--- src/rtl/core/ipv6_fragment_planner_top_assert.svh ---
// ----------------------------------------------------------------------------
// IPv6 fragment planner assertion macros
// Shared concurrent assertion forms for the fragment planner RTL.
// ----------------------------------------------------------------------------
`ifndef IPV6_FRAGMENT_PLANNER_TOP_ASSERT_SVH
`define IPV6_FRAGMENT_PLANNER_TOP_ASSERT_SVH

// Same-cycle implication, disabled while reset is asserted.
`define IPV6FP_ASSERT_NOW(lbl, ante, cons, msg) \
  lbl: assert property (@(posedge clk) disable iff (!rst_n) (ante) |-> (cons)) \
    else $error(msg);

// Next-cycle implication, disabled while reset is asserted.
`define IPV6FP_ASSERT_NEXT(lbl, ante, cons, msg) \
  lbl: assert property (@(posedge clk) disable iff (!rst_n) (ante) |=> (cons)) \
    else $error(msg);

`endif

--- src/rtl/core/ipv6fp_pkg.sv ---
// ----------------------------------------------------------------------------
// IPv6 fragment planner package
// Types and constants shared by the fragment planner RTL.
// ----------------------------------------------------------------------------
package ipv6fp_pkg;

  // Header sizes in bytes: IPv6 base header and IPv6 plus fragment header.
  localparam logic [15:0] IPV6_HDR_LEN  = 16'd40;
  localparam logic [15:0] FRAG_HDR_LEN  = 16'd48;
  // Smallest MTU the planner will ever use.
  localparam logic [15:0] FLOOR_MTU     = 16'd1280;
  // Reset value of the MTU register.
  localparam logic [15:0] MTU_RESET     = 16'd1280;
  // Mask that rounds a size down to a multiple of eight bytes.
  localparam logic [15:0] ALIGN_MASK    = 16'hFFF8;
  // Difference between the IPv6 MTU and the MTU reported to IPv4 senders.
  localparam logic [15:0] ICMP_MTU_ADJ  = 16'd20;

  // Kind of one planned output piece.
  typedef enum logic [1:0] {
    KIND_WHOLE = 2'd0,
    KIND_FRAG  = 2'd1,
    KIND_DROP  = 2'd2
  } piece_kind_t;

  // Sequencer states.
  typedef enum logic [1:0] {
    ST_IDLE,
    ST_PLAN,
    ST_SPLIT
  } state_t;

endpackage

--- src/rtl/core/ipv6_fragment_planner_top.sv ---
// A request is captured in ST_IDLE; its first result is registered from ST_PLAN once the output is free.
// Throughput: one result per cycle while splitting and the output is not stalled; no new request is
// taken until the last piece of a packet is loaded (at most 54 pieces).
// The rate is set by the single remainder/compare unit that sizes one piece per step.
// Reset (rst_n, synchronous, active low) empties the sequencer and output; the MTU reads 1280.
// ----------------------------------------------------------------------------
// IPv6 fragment planner
// Plans the pieces of a translated IPv6 packet: pass whole, drop with an ICMP
// fragmentation-needed MTU, or split to the aligned effective MTU one piece a step.
// ----------------------------------------------------------------------------
module ipv6_fragment_planner_top (
  input  logic        clk,
  input  logic        rst_n,
  // Configuration write channel.
  input  logic        cfg_valid,
  output logic        cfg_ready,
  input  logic [15:0] cfg_data,
  // Input request channel.
  input  logic        in_valid,
  output logic        in_stall,
  input  logic [15:0] in_packet_len,
  input  logic        in_from_ipv4,
  input  logic        in_dont_fragment,
  input  logic [15:0] in_offset_in,
  input  logic        in_more_in,
  // Result channel.
  output logic        out_valid,
  input  logic        out_stall,
  output logic [1:0]  out_piece_kind,
  output logic [15:0] out_piece_total_len,
  output logic [15:0] out_data_start,
  output logic [15:0] out_offset_out,
  output logic        out_more_out,
  output logic [15:0] out_ipv6_payload_len,
  output logic [15:0] out_icmp_mtu,
  output logic        out_last
);

  `include "ipv6_fragment_planner_top_assert.svh"

  ipv6fp_pkg::state_t state_r, state_nxt;

  logic [15:0] mtu_cfg_r;
  logic [15:0] len_r;
  logic        v4_r;
  logic        df_r;
  logic [15:0] off_r;
  logic        mf_r;
  logic [15:0] m_r, m_nxt;
  logic [15:0] pos_r, pos_nxt;

  logic                    out_valid_r, out_valid_nxt;
  ipv6fp_pkg::piece_kind_t kind_r, kind_nxt;
  logic [15:0]             total_r, total_nxt;
  logic [15:0]             start_r, start_nxt;
  logic [15:0]             offo_r, offo_nxt;
  logic                    moreo_r, moreo_nxt;
  logic [15:0]             plen_r, plen_nxt;
  logic [15:0]             icmp_r, icmp_nxt;
  logic                    last_r, last_nxt;

  logic        in_acc;
  logic        out_free;
  logic        load;
  logic [15:0] mtu_eff;
  logic [15:0] m_plan;
  logic [15:0] pmax;
  logic [15:0] rem;
  logic        fin;
  logic [15:0] sz;
  logic [15:0] tot;

  // The configuration register is always writable.
  assign cfg_ready = 1'b1;

  always_ff @(posedge clk) begin
    if (!rst_n) begin
      mtu_cfg_r <= ipv6fp_pkg::MTU_RESET;
    end else if (cfg_valid && cfg_ready) begin
      mtu_cfg_r <= cfg_data;
    end
  end

  // Handshake terms.
  assign in_stall = (state_r != ipv6fp_pkg::ST_IDLE);
  assign in_acc   = in_valid && !in_stall;
  assign out_free = !out_valid_r || !out_stall;

  // Effective MTU never drops below the IPv6 minimum.
  assign mtu_eff = (mtu_cfg_r < ipv6fp_pkg::FLOOR_MTU) ? ipv6fp_pkg::FLOOR_MTU : mtu_cfg_r;
  assign m_plan  = mtu_eff & ipv6fp_pkg::ALIGN_MASK;

  // Piece-sizing unit for the later pieces: remaining bytes against the largest payload.
  assign pmax = m_r - ipv6fp_pkg::FRAG_HDR_LEN;
  assign rem  = len_r - pos_r;
  assign fin  = (rem <= pmax);
  assign sz   = fin ? rem : pmax;
  assign tot  = ipv6fp_pkg::FRAG_HDR_LEN + sz;

  // Capture the request.
  always_ff @(posedge clk) begin
    if (in_acc) begin
      len_r <= in_packet_len;
      v4_r  <= in_from_ipv4;
      df_r  <= in_dont_fragment;
      off_r <= in_offset_in;
      mf_r  <= in_more_in;
    end
  end

  // Sequencer and result selection.
  always_comb begin
    state_nxt = state_r;
    m_nxt     = m_r;
    pos_nxt   = pos_r;
    load      = 1'b0;
    kind_nxt  = kind_r;
    total_nxt = total_r;
    start_nxt = start_r;
    offo_nxt  = offo_r;
    moreo_nxt = moreo_r;
    plen_nxt  = plen_r;
    icmp_nxt  = icmp_r;
    last_nxt  = last_r;
    unique case (state_r)
      ipv6fp_pkg::ST_IDLE: begin
        if (in_acc) begin
          state_nxt = ipv6fp_pkg::ST_PLAN;
        end
      end
      ipv6fp_pkg::ST_PLAN: begin
        if (out_free) begin
          load = 1'b1;
          if (!v4_r || (len_r <= mtu_eff)) begin
            // Packet passes whole.
            kind_nxt  = ipv6fp_pkg::KIND_WHOLE;
            total_nxt = len_r;
            start_nxt = '0;
            offo_nxt  = off_r;
            moreo_nxt = mf_r;
            plen_nxt  = (len_r >= ipv6fp_pkg::IPV6_HDR_LEN) ?
                        (len_r - ipv6fp_pkg::IPV6_HDR_LEN) : '0;
            icmp_nxt  = '0;
            last_nxt  = 1'b1;
            state_nxt = ipv6fp_pkg::ST_IDLE;
          end else if (df_r) begin
            // Oversized with Don't Fragment: dropped.
            kind_nxt  = ipv6fp_pkg::KIND_DROP;
            total_nxt = '0;
            start_nxt = '0;
            offo_nxt  = '0;
            moreo_nxt = 1'b0;
            plen_nxt  = '0;
            icmp_nxt  = mtu_eff - ipv6fp_pkg::ICMP_MTU_ADJ;
            last_nxt  = 1'b1;
            state_nxt = ipv6fp_pkg::ST_IDLE;
          end else begin
            // First piece is cut to the aligned MTU.
            kind_nxt  = ipv6fp_pkg::KIND_FRAG;
            total_nxt = m_plan;
            start_nxt = ipv6fp_pkg::FRAG_HDR_LEN;
            offo_nxt  = off_r;
            moreo_nxt = 1'b1;
            plen_nxt  = m_plan - ipv6fp_pkg::IPV6_HDR_LEN;
            icmp_nxt  = '0;
            last_nxt  = 1'b0;
            m_nxt     = m_plan;
            pos_nxt   = m_plan;
            state_nxt = ipv6fp_pkg::ST_SPLIT;
          end
        end
      end
      ipv6fp_pkg::ST_SPLIT: begin
        if (out_free) begin
          // One later piece per step.
          load      = 1'b1;
          kind_nxt  = ipv6fp_pkg::KIND_FRAG;
          total_nxt = tot;
          start_nxt = pos_r;
          offo_nxt  = off_r + pos_r - ipv6fp_pkg::FRAG_HDR_LEN;
          moreo_nxt = fin ? mf_r : 1'b1;
          plen_nxt  = tot - ipv6fp_pkg::IPV6_HDR_LEN;
          icmp_nxt  = '0;
          last_nxt  = fin;
          pos_nxt   = pos_r + sz;
          if (fin) begin
            state_nxt = ipv6fp_pkg::ST_IDLE;
          end
        end
      end
      default: begin
        state_nxt = ipv6fp_pkg::ST_IDLE;
      end
    endcase
  end

  // Output register valid flag.
  always_comb begin
    out_valid_nxt = out_valid_r;
    if (load) begin
      out_valid_nxt = 1'b1;
    end else if (out_valid_r && !out_stall) begin
      out_valid_nxt = 1'b0;
    end
  end

  // Control registers.
  always_ff @(posedge clk) begin
    if (!rst_n) begin
      state_r     <= ipv6fp_pkg::ST_IDLE;
      out_valid_r <= 1'b0;
    end else begin
      state_r     <= state_nxt;
      out_valid_r <= out_valid_nxt;
    end
  end

  // Working and result payload registers.
  always_ff @(posedge clk) begin
    m_r     <= m_nxt;
    pos_r   <= pos_nxt;
    kind_r  <= kind_nxt;
    total_r <= total_nxt;
    start_r <= start_nxt;
    offo_r  <= offo_nxt;
    moreo_r <= moreo_nxt;
    plen_r  <= plen_nxt;
    icmp_r  <= icmp_nxt;
    last_r  <= last_nxt;
  end

  assign out_valid            = out_valid_r;
  assign out_piece_kind       = 2'(kind_r);
  assign out_piece_total_len  = total_r;
  assign out_data_start       = start_r;
  assign out_offset_out       = offo_r;
  assign out_more_out         = moreo_r;
  assign out_ipv6_payload_len = plen_r;
  assign out_icmp_mtu         = icmp_r;
  assign out_last             = last_r;

  // Whole and dropped packets give exactly one result.
  `IPV6FP_ASSERT_NOW(a_single_is_last,
    out_valid_r && (kind_r != ipv6fp_pkg::KIND_FRAG), last_r,
    "whole or dropped result not marked last")

  // A dropped result carries no length but a frag-needed MTU.
  `IPV6FP_ASSERT_NOW(a_drop_fields,
    out_valid_r && (kind_r == ipv6fp_pkg::KIND_DROP),
    (total_r == '0) && (icmp_r != '0),
    "dropped result fields inconsistent")

  // Fragment pieces stay between one header and the aligned MTU.
  `IPV6FP_ASSERT_NOW(a_frag_size,
    out_valid_r && (kind_r == ipv6fp_pkg::KIND_FRAG),
    (total_r <= m_r) && (total_r >= ipv6fp_pkg::FRAG_HDR_LEN),
    "fragment piece size out of range")

  // While splitting, some input bytes are always still to be planned.
  `IPV6FP_ASSERT_NOW(a_split_progress,
    state_r == ipv6fp_pkg::ST_SPLIT, pos_r < len_r,
    "split position passed the packet end")

endmodule
--- config.mk ---
export PLATFORM = sky130hd
export DESIGN_NAME = ipv6_fragment_planner_top
export DESIGN_NICKNAME = d
export VERILOG_FILES = /design/src/rtl/core/ipv6fp_pkg.sv /design/src/rtl/core/ipv6_fragment_planner_top.sv
export VERILOG_INCLUDE_DIRS = /design/src /design/src/rtl/core
export SDC_FILE = /design/constraint.sdc
export NUM_CORES = 1
export LEC_CHECK = 0
export ABC_AREA = 1
export BUFFER_PORTS_ARGS = -buffer_cell sky130_fd_sc_hd__buf_2
export CAP_MARGIN = 40
export CORE_MARGIN = 1.5
export CORE_UTILIZATION = 50
export CTS_CLUSTER_SIZE = 12
export DETAILED_ROUTE_END_ITERATION = 16
export PLACE_DENSITY = 0.7
export SLEW_MARGIN = 25
export SYNTH_ARGS = -nofsm -noshare
export SYNTH_HDL_FRONTEND = slang
export SYNTH_SLANG_ARGS = --single-unit
--- constraint.sdc ---
create_clock -name clk -period 5.1 [get_ports clk]
set_clock_uncertainty 0.1 [all_clocks]
set_input_delay 1.02 -clock clk [delete_from_list [all_inputs] [get_ports clk]]
set_output_delay 1.02 -clock clk [all_outputs]
set_load 0.1 [all_outputs]
==> results.md <==
- Row count: 55
- Register area: 0.00482 mm²
- Area Overhead vs Synth: 21.0%
- Net count of the mapped netlist: 1541
- Total internal power: 4410 µW
- Leakage: 0.00657 µW
- Critical Path Slowest Stage Cell: sky130_fd_sc_hd__edfxtp_1
- TritonCTS Buffers: 17
- Residual overflow from global routing: 0
- Layout net count: 1740
- Switching part of the total power: 0.536
- Yosys synthesis warning count: 0
- Die Area: 0.0237 mm²
- Detailed-placement wirelength estimate: 25.9 mm
- Synthesized flop and latch total: 167
- Final-report setup violation count: 0
- Synth Flop Type: sky130_fd_sc_hd__edfxtp_1
- Share of post-route cells with drive strength above 1: 0.221
- Core footprint: ~0.023 mm²
- Post-detailed-route via-to-cell ratio: 5.47
- Initial antenna violation count: 0
- Post-synthesis instance area: roughly 0.011 mm²
- Via count of the first global-routing pass: 9743
- Non-filler cells in the finished layout: 1879
- Sequential cell area fraction in the yosys report: 0.423
- Vias post-DR: 10285
- Category of the worst setup path capture point: register
- Pre-CTS setup slack: -5.82 ps
- Root Driver: sky130_fd_sc_hd__clkbuf_16
- Filler instances: between 1500 and 2000
- Power density over the cells: 689 mW/mm²
- Most used standard cell by instance count after synthesis: sky130_fd_sc_hd__nand2_1
- Critical path class: reg -> reg
- Count of input and output buffers: 141
- Cell types with the highest counts after synthesis: sky130_fd_sc_hd__nand2_1 (309), sky130_fd_sc_hd__inv_1 (224), sky130_fd_sc_hd__edfxtp_1 (148)
- CTS tree: built
- Clock power share: 0.140
- Max Root-Sink Buffers: 2
- GRT Resource Usage Total: 0.282
- ANT cells: 0
- Element type at the critical path start: register
- Maximum vdd ir drop: 0.000465 V
- Max-cap violations: 0
- Boundary pin count: 143
- DRC violation total after the first TritonRoute iteration: 1019
- Path category of the worst min-delay check: reg -> reg
- Crit share post-route: 0.951
- WP data required: roughly 5200 ps
- Arr. time, crit path: 4910 ps
- Final critical path time including I/O delays and setup: 4850 ps
- Switching power summed over all nets: roughly 5100 µW
- Cell type with the highest occurrence count on the critical path: sky130_fd_sc_hd__nand2_1
- Biggest area contributors in the synthesized netlist: sky130_fd_sc_hd__edfxtp_1 (39%), sky130_fd_sc_hd__ha_1 (11%), sky130_fd_sc_hd__nand2_1 (10%)
- Wire length of the first global-routing pass: 50.9 mm
- H-Tree Depth: 4
- Outcome: complete, no violations
- Synth Area per Inst: 8.25 µm²
- Worst slew pin tran: about 770 ps
- Final hold viol count: 0
- Syn Inst Count: 1382
- Share of power burned in combinational logic: 0.645
- Die Span Y: around 150 µm
- Max Fclk: 0.206 GHz
- Max incr delay on CP: 440 ps
- Sequential group share of total power: 0.215
- Cell count after placement: 1838
- Sum of routed wire length over all layers: about 33 mm
- Asr flop ratio synth: 0
- Final setup slack of the worst path: about 250 ps
- Initial Util: 0.506
- Weighted congestion reported at the end of routability-driven placement: 0.970
- Relative slew margins: 0.489
- Clock latency on the worst-skew pair: 440 ps
- Number of search-and-repair iterations in the first detailed-routing pass: 7
- Area taken by multi-input logic gates: 0.00586 mm²
- Post-DRT Antenna Nets: 0
- Die Wd: 154 µm
- Number of clock sinks: 167
- Count of flip-flops with a built-in enable after synthesis: 148
- Clk slew on worst S/H paths: 80 ps
- Routed length per instance: approximately 18 µm
- Critical path fanouts, max: 8
- Post-synth top area cell: sky130_fd_sc_hd__edfxtp_1
- Unique masters post-synth: 50
- Yosys top cell area share: 0.390
- Core occupancy in the finished layout: 0.613
- Pins over their slew limit: 0
- DRC violation count after routing: 0
- Pin count of the biggest net entering global routing: 67
[repair_timing]
| action | 4_1_cts | 5_1_grt |
|---|---|---|
| setup endpoints to repair | 1 | 16 |
| gates resized for setup | 2 | 74 |
| buffers inserted | 0 | 8 |
| cloned | 0 | 1 |
| pin swaps | 1 | 20 |
| hold endpoints to repair | 0 | 0 |
| hold buffers | 0 | 0 |
[metrics by stage]
stage                     hold WS [ps]  cell area [µm²]  setup TNS, ps  total power, µW
after floorplan                    349            11400              0             6320
after global placement             365            12800              0             7530
after detailed placement           363            12800          -5.82             7600
after CTS                          375            13400              0             8960
after global routing               404            13800           -155            10100
final                              375            13800              0             9500
[critical path, delay by kind of cell (launching register included)]
| kind | cells | cell delay, ps |
|---|---|---|
| simple gates | 18 | 1820 |
| fa+ha+maj | 4 | 1260 |
| compound gates | 4 | 540 |
| flops | 1 | 440 |
| buf+inv | 4 | 410 |
[path summary, 6_finish.rpt]
check / from / slack [ps] / cells past startpoint / to
worst min register to register: mtu_cfg_r[7]$_SDFFE_PN0P_ / 370 / 2 / mtu_cfg_r[7]$_SDFFE_PN0P_
worst max-delay path: pos_r[0]$_SDFFCE_PN0P_ / 250 / 30 / pos_r[11]$_DFFE_PP_
worst max register to register: pos_r[0]$_SDFFCE_PN0P_ / 250 / 30 / pos_r[11]$_DFFE_PP_
worst min-delay path: mtu_cfg_r[7]$_SDFFE_PN0P_ / 370 / 2 / mtu_cfg_r[7]$_SDFFE_PN0P_
[power groups by stage]
stage / Combinational [µW] / Sequential (µW) / Clock, µW
detailed placement: 5540 / 2060 / 0
finish: 6130 / 2040 / 1330
CTS: 5580 / 2040 / 1330
global placement: 5470 / 2060 / 0
global route: 6610 / 2060 / 1390
floorplan: 2840 / 3480 / 0
[layout make-up]
class,instances,area share
clock buffers,20,0.0347
multi-input cells,950,0.425
repair buffers,211,0.0916
well taps,285,0.0259
clock inverters,12,0.00889
flip-flops and latches,167,0.350
inverters,234,0.0637
[flip-flops by register name (all words and copies together), names as in the netlist]
signal and cells:
mtu_cfg_r 16, out_data_start 16, out_ipv6_payload_len 16, pos_r 16, m_r 13, state_r 2
v4_r 1, len_r 16, mf_r 1, off_r 16, out_last 1, out_icmp_mtu 16
df_r 1, out_piece_total_len 16, out_more_out 1, out_offset_out 16, out_piece_kind 2, out_valid 1
[cell families after synthesis]
| logic type | after synthesis | share of synthesized area |
|---|---|---|
| adders and majority gates | 103 | 0.115 |
| DFF | 167 | 0.423 |
| and+or+nand+nor | 579 | 0.222 |
| xor gates and xnor gates | 55 | 0.0423 |
| buffers and inverters | 266 | 0.0909 |
| other | 1 | 0.000329 |
| AOI/OAI and AO/OA | 211 | 0.106 |
[cells in the final DEF, fill, tap and decap left out, drive strengths merged, types with 3 or more instances in the layout]
cell    netlist  routed
ha          100     100
nand4        17      17
o21a          3       3
xor2         35      35
nor2        113     113
nand3b        3       3
nand2       326     327
o221ai       11      11
clkbuf       20      20
edfxtp      148     148
a31oi         4       4
xnor2        20      20
a211oi        5       5
o31ai         9       9
o22ai         6       6
fa            3       3
o211ai        4       4
o21ai        72      72
or2           6       6
buf          12     211
clkinv        1       3
dfxtp        19      19
nor3          9       9
nand3       102     102
a21oi        85      85
o21bai        3       3
inv         233     243
[per-layer routing]
| metal | share of wire | GRT usage | vias up |
|---|---|---|---|
| li1 | - | - | 4998 |
| met1 | 0.43 | 0.383 | 4700 |
| met2 | 0.45 | 0.443 | 508 |
| met3 | 0.082 | 0.0451 | 79 |
| met4 | 0.042 | 0.128 | 0 |
| met5 | 0 | 0 | - |
Power figures use the tool's default switching activity.
